[config.mk]
export PLATFORM = sky130hd
export DESIGN_NAME = sgpa_sqrt_step
export DESIGN_NICKNAME = d
export VERILOG_FILES = /design/src/rtl/core/softened_gravity_pair_accel_defines.svh /design/src/rtl/core/sgpa_pkg.sv /design/src/rtl/core/sgpa_sqrt_step.sv
export SDC_FILE = /design/constraint.sdc
export NUM_CORES = 1
export LEC_CHECK = 0
export CAP_MARGIN = 20
export CORE_MARGIN = 1.5
export CORE_UTILIZATION = 34
export DETAILED_ROUTE_END_ITERATION = 16
export DONT_BUFFER_PORTS = 1
export PLACE_DENSITY_LB_ADDON = 0.2
export SYNTH_ARGS = -nofsm -noshare
export SYNTH_HDL_FRONTEND = slang
export SYNTH_SLANG_ARGS = --single-unit
[constraint.sdc]
create_clock -name clk -period 4.11 [get_ports clk]
set_input_delay 0.6165 -clock clk [delete_from_list [all_inputs] [get_ports clk]]
set_output_delay 0.6165 -clock clk [all_outputs]
set_load 0.02 [all_outputs]
[src/rtl/core/softened_gravity_pair_accel_defines.svh]
// Assertion macros for the softened gravity pair acceleration block.
// Depends on nothing; included by the top level.
`ifndef SOFTENED_GRAVITY_PAIR_ACCEL_DEFINES_SVH
`define SOFTENED_GRAVITY_PAIR_ACCEL_DEFINES_SVH
`ifndef SYNTHESIS
`define SGPA_ASSERT_IMPL(label, clk, rst_n, ante, cons) \
    label: assert property (@(posedge clk) disable iff (!rst_n) (ante) |-> (cons)) \
        else $error("implication check failed");
`define SGPA_ASSERT_NEXT(label, clk, rst_n, ante, cons) \
    label: assert property (@(posedge clk) disable iff (!rst_n) (ante) |=> (cons)) \
        else $error("next-cycle check failed");
`else
`define SGPA_ASSERT_IMPL(label, clk, rst_n, ante, cons)
`define SGPA_ASSERT_NEXT(label, clk, rst_n, ante, cons)
`endif
`endif

[src/rtl/core/sgpa_pkg.sv]
// Shared widths, stage map and register indexes for the pair acceleration block.
// Depends on nothing.
package sgpa_pkg;
    localparam int MAG_W    = 32;
    localparam int C_W      = 66;
    localparam int ROOT_W   = 43;
    localparam int SREM_W   = 45;
    localparam int DEN_W    = 109;
    localparam int NUM_W    = 122;
    localparam int Q_W      = 33;
    localparam int DSH_W    = DEN_W + Q_W;
    localparam int LANES    = 3;

    localparam int ST_SQRT0 = 4;
    localparam int ST_DENA  = ST_SQRT0 + ROOT_W;
    localparam int ST_DENB  = ST_DENA + 1;
    localparam int ST_OV    = ST_DENB + 1;
    localparam int ST_DIV0  = ST_OV + 1;
    localparam int ST_OUT   = ST_DIV0 + Q_W;
    localparam int NS       = ST_OUT + 1;

    localparam logic CFG_SOFTENING_SQ = 1'b0;
    localparam logic CFG_GRAV_CONST   = 1'b1;
endpackage

[src/rtl/core/sgpa_sqrt_step.sv]
// One registered digit of the floor square root (two radicand bits per step).
// Depends on sgpa_pkg.
module sgpa_sqrt_step
(
    input  logic                             clk,
    input  logic                             en,
    input  logic [1:0]                       pair,
    input  logic [sgpa_pkg::ROOT_W-1:0]      root_in,
    input  logic [sgpa_pkg::SREM_W-1:0]      rem_in,
    output logic [sgpa_pkg::ROOT_W-1:0]      root_out,
    output logic [sgpa_pkg::SREM_W-1:0]      rem_out
);
    logic [sgpa_pkg::SREM_W+1:0] work;
    logic [sgpa_pkg::SREM_W+1:0] trial;
    logic                        take;
    logic [sgpa_pkg::ROOT_W-1:0] root_reg;
    logic [sgpa_pkg::SREM_W-1:0] rem_reg;

    always_comb
    begin
        work  = {rem_in, pair};
        trial = {{(sgpa_pkg::SREM_W-sgpa_pkg::ROOT_W){1'b0}}, root_in, 2'b01};
        take  = (work >= trial);
    end

    always_ff @(posedge clk)
    begin
        if (en)
        begin
            root_reg <= {root_in[sgpa_pkg::ROOT_W-2:0], take};
            rem_reg  <= take ? sgpa_pkg::SREM_W'(work - trial)
                             : sgpa_pkg::SREM_W'(work);
        end
    end

    assign root_out = root_reg;
    assign rem_out  = rem_reg;
endmodule

==> flow_summary.ini, run 1 <==
[floorplan]
die_x_um = 137
core_um2 = 17400
ioPinCount = 180
start_util_pct = 35.0
rows = 48
die_h_um = 137
die_area_um2 = 18700

[global_routing]
grt_pass1_wl_um = 23700
grtUsageTotal_pct = 16.5
overflow = 0
grt_max_degree = 89
antenna_found_initial = 0
grt_pass1_vias = 4646

[cts]
cts_root_buf = clkbuf_16
post-cts-setup-buffers = 0
h-tree-depth = 3
cts_tree = yes
cts-hold-fix-buffers = 0
cts.sinks = 88
cts_made_buffers = 9
ctsResizeCount = 0
clk_pin_slew_ps = 60
cts_buffer_depth = 2

[synthesis]
netlist_instances = 617
synth_seq_area_share_pct = 43.4
syn_area_per_cell_um2 = 9.87
syn-num-nets = 754
synth-async-reset-ratio_pct = 0
yosys.cell_types.count = 63
synth_edf_count = 88
ys_warn_count = 0
synth_seq_cells = 88
synth_ff_type = edfxtp_1
netlist_area_um2 = 6090

[power_and_ir_drop]
combinationalPowerShare_pct = 20.2
pwr-share-seq_pct = 48.0
p_leak_nw = 2.58
power_frac_clock_pct = 31.7
p_int_w = 0.00189
p_per_area_nw_per_um2 = 418
vdd_ir_drop_max_mv = 0.198
p_switching_w = 0.000853
p_sw_share_pct = 31.1

[hold_path]
hold_path_class = in2reg
min_path_cells = 0

[routing]
final_antenna_net_count = 0
first_iter_violations = 295
drc = 0
via_per_inst = 5.35
routedWlPerCell_um = 18.6
vias = 4464
drt_first_pass_iters = 4
wirelength_um = 15500

[layout]
seq_area_um2 = 2640
nets = 743
multiInputGateArea_um2 = 3080
drive_above_1_share_pct = 7.21
final_cell_mix = edfxtp_1 (88), nand2_1 (64), inv_1 (60)
n_antenna_cell = 0
fillCellCount = 1770
areaGrowthSynthToFinish_pct = 7.62
final_common_cell = edfxtp_1

[critical_path]
crit_start = root_in[12]
worst_setup_path_end_kind = flip-flop
arrival_ps = 3280
cp.required_ps = 4210
path_class = in2reg
crit_path_start_kind = input port
crit_path_max_fanout = 19
crit_end = rem_out[32]

[timing]
maxSlewHeadroom_pct = 60.9
setup_tns_ps = 0
tightest_slew_ps = 584
hold_viol_final = 0
final.min_clock_period_ps = 3170
rsz0062_at_grt = false
max_freq_ghz = 0.315
drv_slew = 0
finalWorstSetupSlack_ps = 939
setup_viol = 0
timing.final.crit_share_pct = 77.1

[placement]
hpwl_um = 12100
place_congestion = 0.828
io_buffers = 0
dp_slack_ps = 562

[job]
maxCapViolCount = 0

[status]
status = completed
-- routing by layer --
metal	vias to the layer above	GRT usage, %	share of wire (%)
met5	-	0	0
met4	0	6.55	2.2
met3	22	5.89	8.0
met2	150	27.7	48
met1	2062	19.1	41
li1	2230	-	-
-- logic make-up (layout without fill, tap and decap cells) --
group | count (synthesis) | in the layout | synth area share [%]
compound gates | 197 | 197 | 22.0
simple gates | 160 | 160 | 13.1
flops | 88 | 88 | 43.4
buf+inv | 86 | 79 | 6.08
fa+ha+maj | 45 | 45 | 9.24
xor+xnor | 37 | 37 | 5.32
mux | 4 | 4 | 0.863
-- cell usage after synthesis, types with 2 or more instances --
cell,count,area [µm²]
edfxtp_1,88,2640
nand2_1,64,240
inv_1,60,225
a21oi_1,57,285
o21ai_0,51,255
ha_1,45,563
a21o_1,28,210
nor2_1,23,86.3
xnor2_1,21,184
nand4_1,16,100
xor2_1,16,140
buf_2,14,70.1
nand2b_1,9,56.3
nor3_1,8,40.0
o31ai_1,8,60.1
nand3_1,7,35.0
nor4_1,7,43.8
o21a_1,7,52.6
o21bai_1,6,45.0
and2_1,5,31.3
o211ai_1,5,37.5
a211o_1,4,35.0
and3_1,4,25.0
and4_1,4,35.0
a311oi_1,3,26.3
buf_4,3,22.5
clkbuf_1,3,11.3
clkbuf_2,3,15.0
nor3b_1,3,22.5
o21ai_2,3,26.3
a31o_2,2,17.5
a31oi_1,2,12.5
a31oi_4,2,42.5
buf_6,2,22.5
mux2_2,2,22.5
mux2_4,2,30.0
nor2b_1,2,12.5
o21ai_1,2,10.0
or3_1,2,12.5
-- worst max-delay path: stages --
cell and delay [ps]:
inv_1 20, ha_1 400, a21oi_1 180, o211ai_1 140, nor4_1 290, o31ai_1 170
a31oi_2 320, o2111ai_2 220, a21oi_4 330, buf_4 290, nor4_1 100, a21o_1 170
-- worst min path at each step --
stage / to / from / slack, ps
2_1_floorplan: root_out[10] / root_in[9] / 720
3_3_place_gp: root_out[31] / root_in[30] / 720
3_5_place_dp: root_out[16] / root_in[15] / 720
4_1_cts: root_out[1] / root_in[0] / 340
5_1_grt: root_out[24] / root_in[23] / 340
6_report: root_out[1] / root_in[0] / 350
-- metrics by stage --
step / cells / hold slack, ps / power, W / cell area [µm²] / utilization, %
floorplan: 617 / 715 / 0.00177 / 6090 / -
global placement: 820 / 715 / 0.00189 / 6250 / 35.9
detailed placement: 820 / 715 / 0.00189 / 6250 / 35.9
CTS: 835 / 338 / 0.00277 / 6560 / 37.6
global route: 835 / 338 / 0.00288 / 6560 / 37.6
finish: 835 / 353 / 0.00274 / 6560 / 37.6
-- final cells by class --
| class | instances | share of cell area, % |
|---|---|---|
| Tap cell | 225 | 4.29 |
| Inverter | 61 | 3.49 |
| Sequential cell | 88 | 40.3 |
| Clock buffer | 10 | 3.49 |
| Timing Repair Buffer | 3 | 0.344 |
| Multi-Input combinational cell | 443 | 47.0 |
| Clock inverter | 5 | 1.11 |
-- flip-flops by register name (all words and copies together) (netlist names) --
signal and cells:
rem_out 45, root_out 43
-- power by group through the flow --
stage	registers (W)	logic, W	clock network [W]
2_1_floorplan	0.00132	0.000449	0
3_5_place_dp	0.00134	0.000554	0
4_1_cts	0.00132	0.000558	0.000893
5_1_grt	0.00133	0.000626	0.000924
6_report	0.00132	0.000555	0.000871
3_3_place_gp	0.00134	0.000552	0
Note: power is estimated with default switching activity, not from simulation.
==> run 2, diff against run 1 <==
Clock period 4.11 ns to 3.2 ns, I/O delays scaled along.
==> run 2 against run 1 <==
Via count increased by 1.8%; utilization increased by 1.9 points; largest cell class unchanged; final area increased by 4.9%; sequential cell count unchanged; routed wire length increased by 0.25%; largest power group unchanged; first-iteration DRC count decreased by 18%; critical endpoint unchanged.
==> flow_summary.ini, run 2 (synthesized netlist as in run 1, its figures left out) <==
[status]
status = completed

[floorplan]
die_h_um = 137
die_area_um2 = 18700
rows = 48
ioPinCount = 180
die_x_um = 137
core_um2 = 17400
start_util_pct = 35.0

[critical_path]
worst_setup_path_end_kind = flip-flop
cp.required_ps = 3430
path_class = in2reg
arrival_ps = 2990
crit_path_max_fanout = 37
crit_path_start_kind = input port

[timing]
max_freq_ghz = 0.362
timing.final.crit_share_pct = 86.4
finalWorstSetupSlack_ps = 436
setup_tns_ps = 0
tightest_slew_ps = 504
drv_slew = 0
final.min_clock_period_ps = 2760
maxSlewHeadroom_pct = 65.5
rsz0062_at_grt = false
hold_viol_final = 0
setup_viol = 0

[placement]
place_congestion = 0.869
hpwl_um = 12200
dp_cells = 852
dp_slack_ps = 44.4
dpl_cell_area_um2 = 6520
io_buffers = 0

[power_and_ir_drop]
total_power_w = 0.00375
p_leak_nw = 2.77
p_per_area_nw_per_um2 = 545
vdd_ir_drop_max_mv = 0.254

[routing]
wirelength_um = 15500
routedWlPerCell_um = 17.9
first_iter_violations = 242
drt_first_pass_iters = 4
vias = 4544
final_antenna_net_count = 0
via_per_inst = 5.24
drc = 0

[global_routing]
antenna_found_initial = 0
overflow = 0
grt_max_degree = 89
grt_pass1_wl_um = 24100
grtUsageTotal_pct = 16.8
grt_pass1_vias = 4727

[cts]
cts_buffer_depth = 2
cts_made_buffers = 9
ctsResizeCount = 0
cts.sinks = 88
post-cts-setup-buffers = 0
clk_pin_slew_ps = 70
cts-hold-fix-buffers = 0
cts_root_buf = clkbuf_16
h-tree-depth = 3
cts_tree = yes

[layout]
fillCellCount = 1746
n_antenna_cell = 0
final_common_cell = edfxtp_1
drive_above_1_share_pct = 12.1
final_cells = 868
largest_register_ffs = 45
final_cell_area_um2 = 6880
nets = 775
final_cell_mix = edfxtp_1 (88), nand2_1 (64), inv_1 (60)
areaGrowthSynthToFinish_pct = 12.9

[job]
maxCapViolCount = 0

[hold_path]
hold_path_class = in2reg
[run 2: cell count changes in the layout (fill, tap and decap cells not counted)]
cell        previous run  this run
bufinv_16              2         4
clkinv_2               1         0
clkinvlp_4             0         1
clkinv_1               2         1
buf_4                  3        33
buf_12                 0         2
[run 2: cell type report]
| class | count | area (µm²) | share of cell area, % |
|---|---|---|---|
| flip-flops and latches | 88 | 2640 | 38.4 |
| multi-input cells | 443 | 3080 | 44.8 |
| inverters | 61 | 229 | 3.33 |
| well taps | 225 | 282 | 4.09 |
| clock buffers | 10 | 229 | 3.33 |
| repair buffers | 35 | 288 | 4.18 |
| clock inverters | 6 | 131 | 1.91 |
[run 2: routing by layer]
layer	global-route usage (%)	vias up	share of wire, %
met5	0	-	0
met4	5.61	0	1.8
met3	5.22	22	8.2
met2	28.6	143	48
met1	19.9	2080	42
li1	-	2299	-
[run 2: report_power, final]
group	switching (W)	internal, W	leakage, nW
Clock	0.000450	0.000840	0.170
Combinational	0.000429	0.000337	1.73
Sequential	0.000231	0.00146	0.861
Total	0.00111	0.00264	2.77
[run 2: stage by stage]
| step | hold slack [ps] | utilization (%) |
|---|---|---|
| 2_1_floorplan | 579 | - |
| 3_5_place_dp | 579 | 37.4 |
| 5_1_grt | 202 | 39.5 |
| 6_report | 217 | 39.5 |
| 4_1_cts | 201 | 39.5 |
| 3_3_place_gp | 579 | 37.4 |
[run 2: path summary, 6_finish.rpt]
check	startpoint	endpoint	slack, ps	depth (start not counted)
setup / recovery	root_in[1]	rem_out[32]	440	12
hold / removal	root_in[26]	root_out[27]	220	0
[run 2: worst max-delay path: stages]
cell	delay (ps)
inv_1	20
ha_1	370
o211ai_1	150
a21oi_1	160
nor2_1	80
o31ai_1	380
a31oi_2	240
o2111ai_2	310
a21oi_4	120
buf_12	180
nor4_1	350
a21o_1	120
==> run 3, diff against run 2 <==
Settings changed: CELL_PAD_IN_SITES_DETAIL_PLACEMENT set to 0, CELL_PAD_IN_SITES_GLOBAL_PLACEMENT set to 1.
==> run 3 against run 2 <==
Sequential cell count stayed put; count of clock-buffer cells in the layout stayed put; utilization shrank 0.31 points; sequential share of layout area grew 0.30 points; global-route usage rose by 0.28 points; die area did not move; sequential power is essentially flat; largest power group unchanged; highest routed layer unchanged.
==> flow_summary.ini, run 3 (synthesized netlist as in run 1, its figures left out) <==
[status]
status = completed

[routing]
routedWlPerCell_um = 18.3
wirelength_um = 16000
via_per_inst = 5.23
drt_first_pass_iters = 4
vias = 4564
drc = 0
final_antenna_net_count = 0
first_iter_violations = 194

[floorplan]
start_util_pct = 35.0
die_area_um2 = 18700
ioPinCount = 180
die_x_um = 137
rows = 48
core_um2 = 17400
die_h_um = 137

[layout]
multiInputGateArea_um2 = 3080
areaGrowthSynthToFinish_pct = 12.1
seq_area_um2 = 2640
final_cells = 872
largest_register_ffs = 45
final_cell_mix = edfxtp_1 (88), nand2_1 (64), inv_1 (60)
final_common_cell = edfxtp_1
nets = 779
drive_above_1_share_pct = 12.7
fillCellCount = 1761
utilization_pct = 39.2
n_antenna_cell = 0

[global_routing]
grt_max_degree = 89
antenna_found_initial = 0
grt_pass1_vias = 4690
overflow = 0
grtUsageTotal_pct = 17.0
grt_pass1_wl_um = 24400

[placement]
io_buffers = 0
hpwl_um = 12500
place_congestion = 0.814
dp_cells = 856

[timing]
whs_ps = 220
max_freq_ghz = 0.354
drv_slew = 0
tightest_slew_ps = 598
maxSlewHeadroom_pct = 59.1
rsz0062_at_grt = false
timing.final.crit_share_pct = 88.2
final.min_clock_period_ps = 2820
hold_viol_final = 0
setup_viol = 0

[critical_path]
worst_setup_path_end_kind = flip-flop
crit_path_max_fanout = 3
crit_path_start_kind = input port
arrival_ps = 3050
path_class = in2reg
cp.required_ps = 3430

[cts]
cts_tree = yes
cts.sinks = 88
cts_root_buf = clkbuf_16
cts-hold-fix-buffers = 0
h-tree-depth = 3
cts_buffer_depth = 2
ctsResizeCount = 0
clk_pin_slew_ps = 70
cts_made_buffers = 9
post-cts-setup-buffers = 0

[power_and_ir_drop]
vdd_ir_drop_max_mv = 0.248
p_leak_nw = 2.75
p_per_area_nw_per_um2 = 519

[job]
maxCapViolCount = 0

[hold_path]
hold_path_class = in2reg
## run 3: changes by cell type in the layout (fill, tap and decap cells not counted), sizes merged
cell,before,now
buf,35,39
bufinv,4,1
clkinv,1,4
## run 3: layout make-up
type | instances | area share (%)
Tap cell | 225 | 4.12
Multi-Input combinational cell | 443 | 45.1
Clock buffer | 10 | 3.35
Sequential cell | 88 | 38.7
Timing Repair Buffer | 39 | 4.47
Inverter | 61 | 3.35
Clock inverter | 6 | 0.880
## run 3: where the power goes
part | total (W) | switching, W | internal, W | leakage [nW]
registers | 0.00169 | 0.000230 | 0.00146 | 0.861
clock network | 0.00107 | 0.000463 | 0.000602 | 0.140
logic | 0.000784 | 0.000436 | 0.000348 | 1.75
## run 3: worst max-delay path, cell delays in order
cell	delay [ps]
inv_1	20
ha_1	320
a21oi_1	180
nor3b_2	240
a211oi_2	130
o31a_4	390
a31oi_4	230
o21ai_2	90
buf_4	160
and4_1	190
nor4_1	370
buf_4	180
a21o_1	70
## run 3: per-stage QoR
| stage | instance area, µm² | power [W] | setup TNS [ps] | worst slack, ps |
|---|---|---|---|---|
| 6_report | 6830 | 0.00354 | 0 | 377 |
| 5_1_grt | 6830 | 0.00372 | 0 | 207 |
| 4_1_cts | 6830 | 0.00358 | 0 | 377 |
| 3_5_place_dp | 6540 | 0.00250 | 0 | 26.0 |
| 3_3_place_gp | 6540 | 0.00251 | -56.3 | -56.3 |
| 2_1_floorplan | 6090 | 0.00227 | 0 | 310 |
## run 3: per-layer routing
metal	track usage [%]	vias up	wire (µm)
met4	5.32	0	215
met1	20.6	2103	6830
met5	0	-	0
li1	-	2303	-
met2	29.2	142	7770
met3	4.93	16	1140
## run 3: path summary, 6_finish.rpt
path | depth (start not counted) | to | start
setup / recovery | 13 | rem_out[32] | root_in[3]
hold / removal | 0 | root_out[26] | root_in[25]
